## config.mk

```make
export PLATFORM = sky130hd
export DESIGN_NAME = gsa_ram
export DESIGN_NICKNAME = d
export VERILOG_FILES = /design/src/hdl/gsa_ram.sv
export SDC_FILE = /design/constraint.sdc
export NUM_CORES = 2
export LEC_CHECK = 0
export ABC_CLOCK_PERIOD_IN_PS = 2100
export BUFFER_PORTS_ARGS = -buffer_cell sky130_fd_sc_hd__clkbuf_2
export CORE_MARGIN = 1.5
export CORE_UTILIZATION = 40
export DETAILED_ROUTE_END_ITERATION = 8
export PLACE_DENSITY = 0.64
export SLEW_MARGIN = 20
export SYNTH_ARGS = -nofsm -noshare
export SYNTH_HDL_FRONTEND = slang
export SYNTH_SLANG_ARGS = --single-unit
export TNS_END_PERCENT = 10
```

## constraint.sdc

```tcl
create_clock -name clk -period 2.1 [get_ports clk]
set_input_delay 0 -clock clk [delete_from_list [all_inputs] [get_ports clk]]
set_output_delay 0 -clock clk [all_outputs]
set_load 0.02 [all_outputs]
```

## src/hdl/gsa_ram.sv

```systemverilog
// ----------------------------------------------------------------------------
// gsa_ram
// Simple dual-port RAM, one write and one registered read per cycle.
// ----------------------------------------------------------------------------
`default_nettype none

module gsa_ram #(
  parameter int WIDTH = 8,
  parameter int DEPTH = 256
) (
  input  wire logic                     clk,
  input  wire logic                     we,
  input  wire logic [$clog2(DEPTH)-1:0] waddr,
  input  wire logic [WIDTH-1:0]         wdata,
  input  wire logic [$clog2(DEPTH)-1:0] raddr,
  output logic      [WIDTH-1:0]         rdata
);

  logic [WIDTH-1:0] mem [DEPTH];

  always_ff @(posedge clk) begin
    if (we) begin
      mem[waddr] <= wdata;
    end
    rdata <= mem[raddr];
  end

endmodule

`default_nettype wire

```

======== Word level (Yosys, flattened, before mapping) ========
Memories as Yosys holds them, arrays and structs flattened. A register that Yosys moved wholly into a read port is not among the register bits.
Index checks and enable logic that the tools add are counted.
word-level totals
  bits in writable memories ............... 2,048
  register bits after elaboration ......... 0
  output and inout bits ................... 8
  word-level logic and storage cells ...... 3
  input port bits ......................... 26
  memories kept ........................... 1
operators by class
  multiplexer cells ....................... 2
memory list
  memory  depth  width  rd ports  clocked after memory_dff  wr ports  line  text
  mem     256    8      1         1                         1         19    logic [WIDTH-1:0] mem [DEPTH];
operator list
  kind               number
  two-way mux 1 bit  2

======== Logic depth before layout (Yosys ltp) ========
  depth in word-level cells ............... 2
  gate-level depth with buffers ........... 11
  depth with buffers taken out ............ 6

======== Worst setup path before layout ========
OpenSTA, ideal clock, no wires.
  path type ............................... input -> register
  from .................................... in raddr[0]
  to ...................................... reg rdata[2] (read register of mem)
  path buffers ............................ 4
  setup slack ............................. 162 ps
  cell stages on the path ................. 9
  arrival time ............................ 1,807 ps
  setup time .............................. 131 ps
  path through ............................ buf_6 > buf_12 > buf_8 > buf_2 > mux4_2 > a22oi_1 > a21oi_1 > nor4_1 > nor4_2
RTL lines
  element      line  text
  from (decl)  15    input wire logic [$clog2(DEPTH)-1:0] raddr,
  to (decl)    16    output logic [WIDTH-1:0] rdata

==> flow_metrics.env <==
export IMPL_status="complete, but fails checks"
export IMPL_violations="negative setup slack"
export IMPL_fmax_mhz=431
export IMPL_initial_core_util=0.403
export IMPL_hold_class="in2reg"
export IMPL_critical_path_class="reg2reg"
export IMPL_overflow=0
export IMPL_fin_ws_ns=-0.221
export IMPL_synth_top_area_share=0.773
export IMPL_area_growth_pct=20.0
export IMPL_nNetsFinal=4503
export IMPL_cts_max_level=4
export IMPL_cp_data_arrival_time_ns=3.05
export IMPL_p_leak_nw=30.9
export IMPL_drt_wl_total_mm=202
export IMPL_antenna_found_initial=10
export IMPL_min_period_ns=2.32
export IMPL_power_internal_w=0.0678
export IMPL_drt_iter0_drc=5093
export IMPL_synthesis_nets=3759
export IMPL_syn_inst=3733
export IMPL_ys_ff_latch=2056
export IMPL_synth_area_leaders="edfxtp_1, mux4_2, mux2i_1"
export IMPL_end_kind="register"
export IMPL_cts_buffers=202
export IMPL_clk_pin_slew_ns=0.06
export IMPL_num_fill_cells=16100
export IMPL_clk_path_buf_depth=3
export IMPL_cts_tree="yes"
export IMPL_dieHeight_um=449
export IMPL_globalplace_congestion=0.890
export IMPL_worst_r2r_endpoint="rdata[2]$_DFF_P_"
export IMPL_detailed_place_hpwl_mm=131
export IMPL_worstHoldStart="waddr[4]"
export IMPL_cp_max_fo=1
export IMPL_worst_setup_path_start_kind="register"
export IMPL_clock_sinks=2056
export IMPL_finClkSkew_ns=0.0625
export IMPL_async_flop_share=0
export IMPL_yosysWarnings=0
export IMPL_p_sw_w=0.0187
export IMPL_seqPwrFrac=0.524
export IMPL_insertion_delay_ns=0.88
export IMPL_dieWidth_um=449
export IMPL_cap_violations=0
export IMPL_power_total_w=0.0865
export IMPL_dieArea_mm2=0.202
export IMPL_pin_count=34
export IMPL_drc_errors=0
export IMPL_tightestPinTransition_ns=0.891
export IMPL_swShare=0.216
export IMPL_routedWlPerCell_um=27.6
export IMPL_pre_cts_slack_ns=-1.09
export IMPL_ys_top_cells_by_count="edfxtp_1, mux4_2, nor2_1, mux2i_1, a22oi_1"
export IMPL_synthFlopType="edfxtp_1"
export IMPL_yosysTopAreaCell="edfxtp_1"
export IMPL_port_buffers=33
export IMPL_grt_max_degree=95
export IMPL_fin_crit_sh=1.11
export IMPL_reg2reg_setup_slack_ns=-0.22
export IMPL_power_density_mw_per_mm2=906
export IMPL_synth_most_common_cell="edfxtp_1"
export IMPL_setup_viol_count_final=14
export IMPL_grt_use_total=0.198
export IMPL_num_rows=163
export IMPL_grt_pass1_wl_mm=292
export IMPL_core_area_mm2=0.197
export IMPL_grt_pass1_vias=42000
export IMPL_max_slew_margin=0.404
export IMPL_rsz0062_at_grt="yes"
export IMPL_r2r_cells=6
export IMPL_min_to="mem[233][5]$_DFFE_PP_"
export IMPL_pwr_share_comb=0.057
export IMPL_seq_area_frac_synth=0.775
export IMPL_min_path_cells=4
export IMPL_final_antenna_net_count=0
export IMPL_irDropWorstVdd_v=0.000694
export IMPL_syn_mean_instance_area_um2=21.3
export IMPL_cts_root_buf="clkbuf_16"
export IMPL_drive_above_1_share=0.335
export IMPL_synth_area_mm2=0.0796
export IMPL_via_per_inst=5.62
export IMPL_synth_cell_types=55
export IMPL_dr_pass1_iters=5
export IMPL_p_clk_frac=0.419
export IMPL_synth_edff_count=2048
export IMPL_r2r_start="mem[82][2]$_DFFE_PP_"
export IMPL_vias=41000
export IMPL_report_final_slew_viol_count=0
export IMPL_required_ns=2.82
export IMPL_hold_viol=0
## worst max path at each step
stage / cells after the start / from / slack, ns / to
after floorplan: 9 / raddr[0] / 0.16 / rdata[2]$_DFF_P_
after global placement: 9 / raddr[0] / -1.10 / rdata[0]$_DFF_P_
after detailed placement: 11 / raddr[7] / -1.09 / rdata[6]$_DFF_P_
after CTS: 6 / mem[82][2]$_DFFE_PP_ / -0.23 / rdata[2]$_DFF_P_
after global routing: 6 / mem[68][0]$_DFFE_PP_ / -0.27 / rdata[0]$_DFF_P_
final: 6 / mem[82][2]$_DFFE_PP_ / -0.22 / rdata[2]$_DFF_P_
## metrics by stage
step / std cells / util / area [um^2] / setup TNS, ns / hold WS [ns]
global placement: 6891 / 0.447 / 88300 / -6.81 / 0.380
floorplan: 3733 / - / 79600 / 0 / 0.0989
global route: 7294 / 0.484 / 95500 / -1.82 / 0.0308
finish: 7294 / 0.484 / 95500 / -1.48 / 0.0509
detailed placement: 6891 / 0.447 / 88300 / -6.43 / 0.383
CTS: 7291 / 0.483 / 95400 / -3.55 / 0.0161
## state kept, by name, indices dropped and copies added (netlist names)
name	cells
rdata	8
mem	2048
## repair_timing
item / 4_1_cts / 5_1_grt
setup endpoints to repair: 8 / 112
endpoints found under the hold margin: 2243 / 0
hold buffers: 22 / 0
pin swaps: 13 / 7
setup buffers: 0 / 0
gates resized for setup: 32 / 21
## routing by layer
metal,up-vias,share of wire,track usage
li1,17200,-,-
met2,1676,0.49,0.323
met4,2,0.028,0.0589
met5,-,0.000064,0
met3,304,0.077,0.0358
met1,21800,0.40,0.273
## worst max-delay path: stages, from the launching register on
cell and delay, ns:
edfxtp_1 0.37, mux4_2 0.50, mux4_2 0.50, nor2b_4 0.17, nor4_4 0.36, buf_4 0.24, nor4_2 0.06
## power by group through the flow
stage / sequential, W / combinational, W / clock (W)
2_1_floorplan: 0.0462 / 0.00220 / 0
3_3_place_gp: 0.0462 / 0.00475 / 0
3_5_place_dp: 0.0462 / 0.00482 / 0
4_1_cts: 0.0453 / 0.00494 / 0.0368
5_1_grt: 0.0453 / 0.00518 / 0.0384
6_report: 0.0453 / 0.00492 / 0.0362
## layout make-up
class	count	area [um^2]	share of cell area
antenna	3	7.51	0.0000786
clock inverter	125	1420	0.0149
tap	2640	3300	0.0346
sequential	2056	61700	0.646
multi-input combinational	1442	16800	0.176
timing repair buffer	773	7040	0.0738
inverter	2	7.51	0.0000786
clock buffer	253	5290	0.0554
## cell usage in the layout, fill, tap and decap left out, types with 9 or more instances in the layout
cell type	synthesis	routed
edfxtp_1	2048	2048
buf_4	27	627
mux4_2	454	454
nor2_1	282	269
clkbuf_16	0	203
mux2i_1	134	134
a22oi_1	133	132
a21oi_1	96	96
buf_12	8	93
clkbuf_1	111	48
o221ai_1	46	46
clkinv_1	1	40
clkinv_2	0	36
nand3_1	34	34
nand2_1	33	31
o22ai_1	28	28
nor2b_1	31	25
dlygate4sd3_1	0	22
clkbuf_2	0	21
bufinv_16	0	20
nor3_1	22	16
nor4_1	24	14
a211oi_1	16	12
nor2_2	0	11
clkinvlp_4	0	11
nand4_1	10	10
o211ai_1	10	10
o21ai_0	10	10
buf_8	13	10
clkinv_16	0	9
## logic make-up after synthesis
family / after synthesis / share of synthesized area
flops: 2056 / 0.775
mux: 591 / 0.146
simple gates: 466 / 0.0263
compound gates: 385 / 0.0342
buf+inv: 235 / 0.0183
No activity file was read; power rests on OpenSTA's default activity.
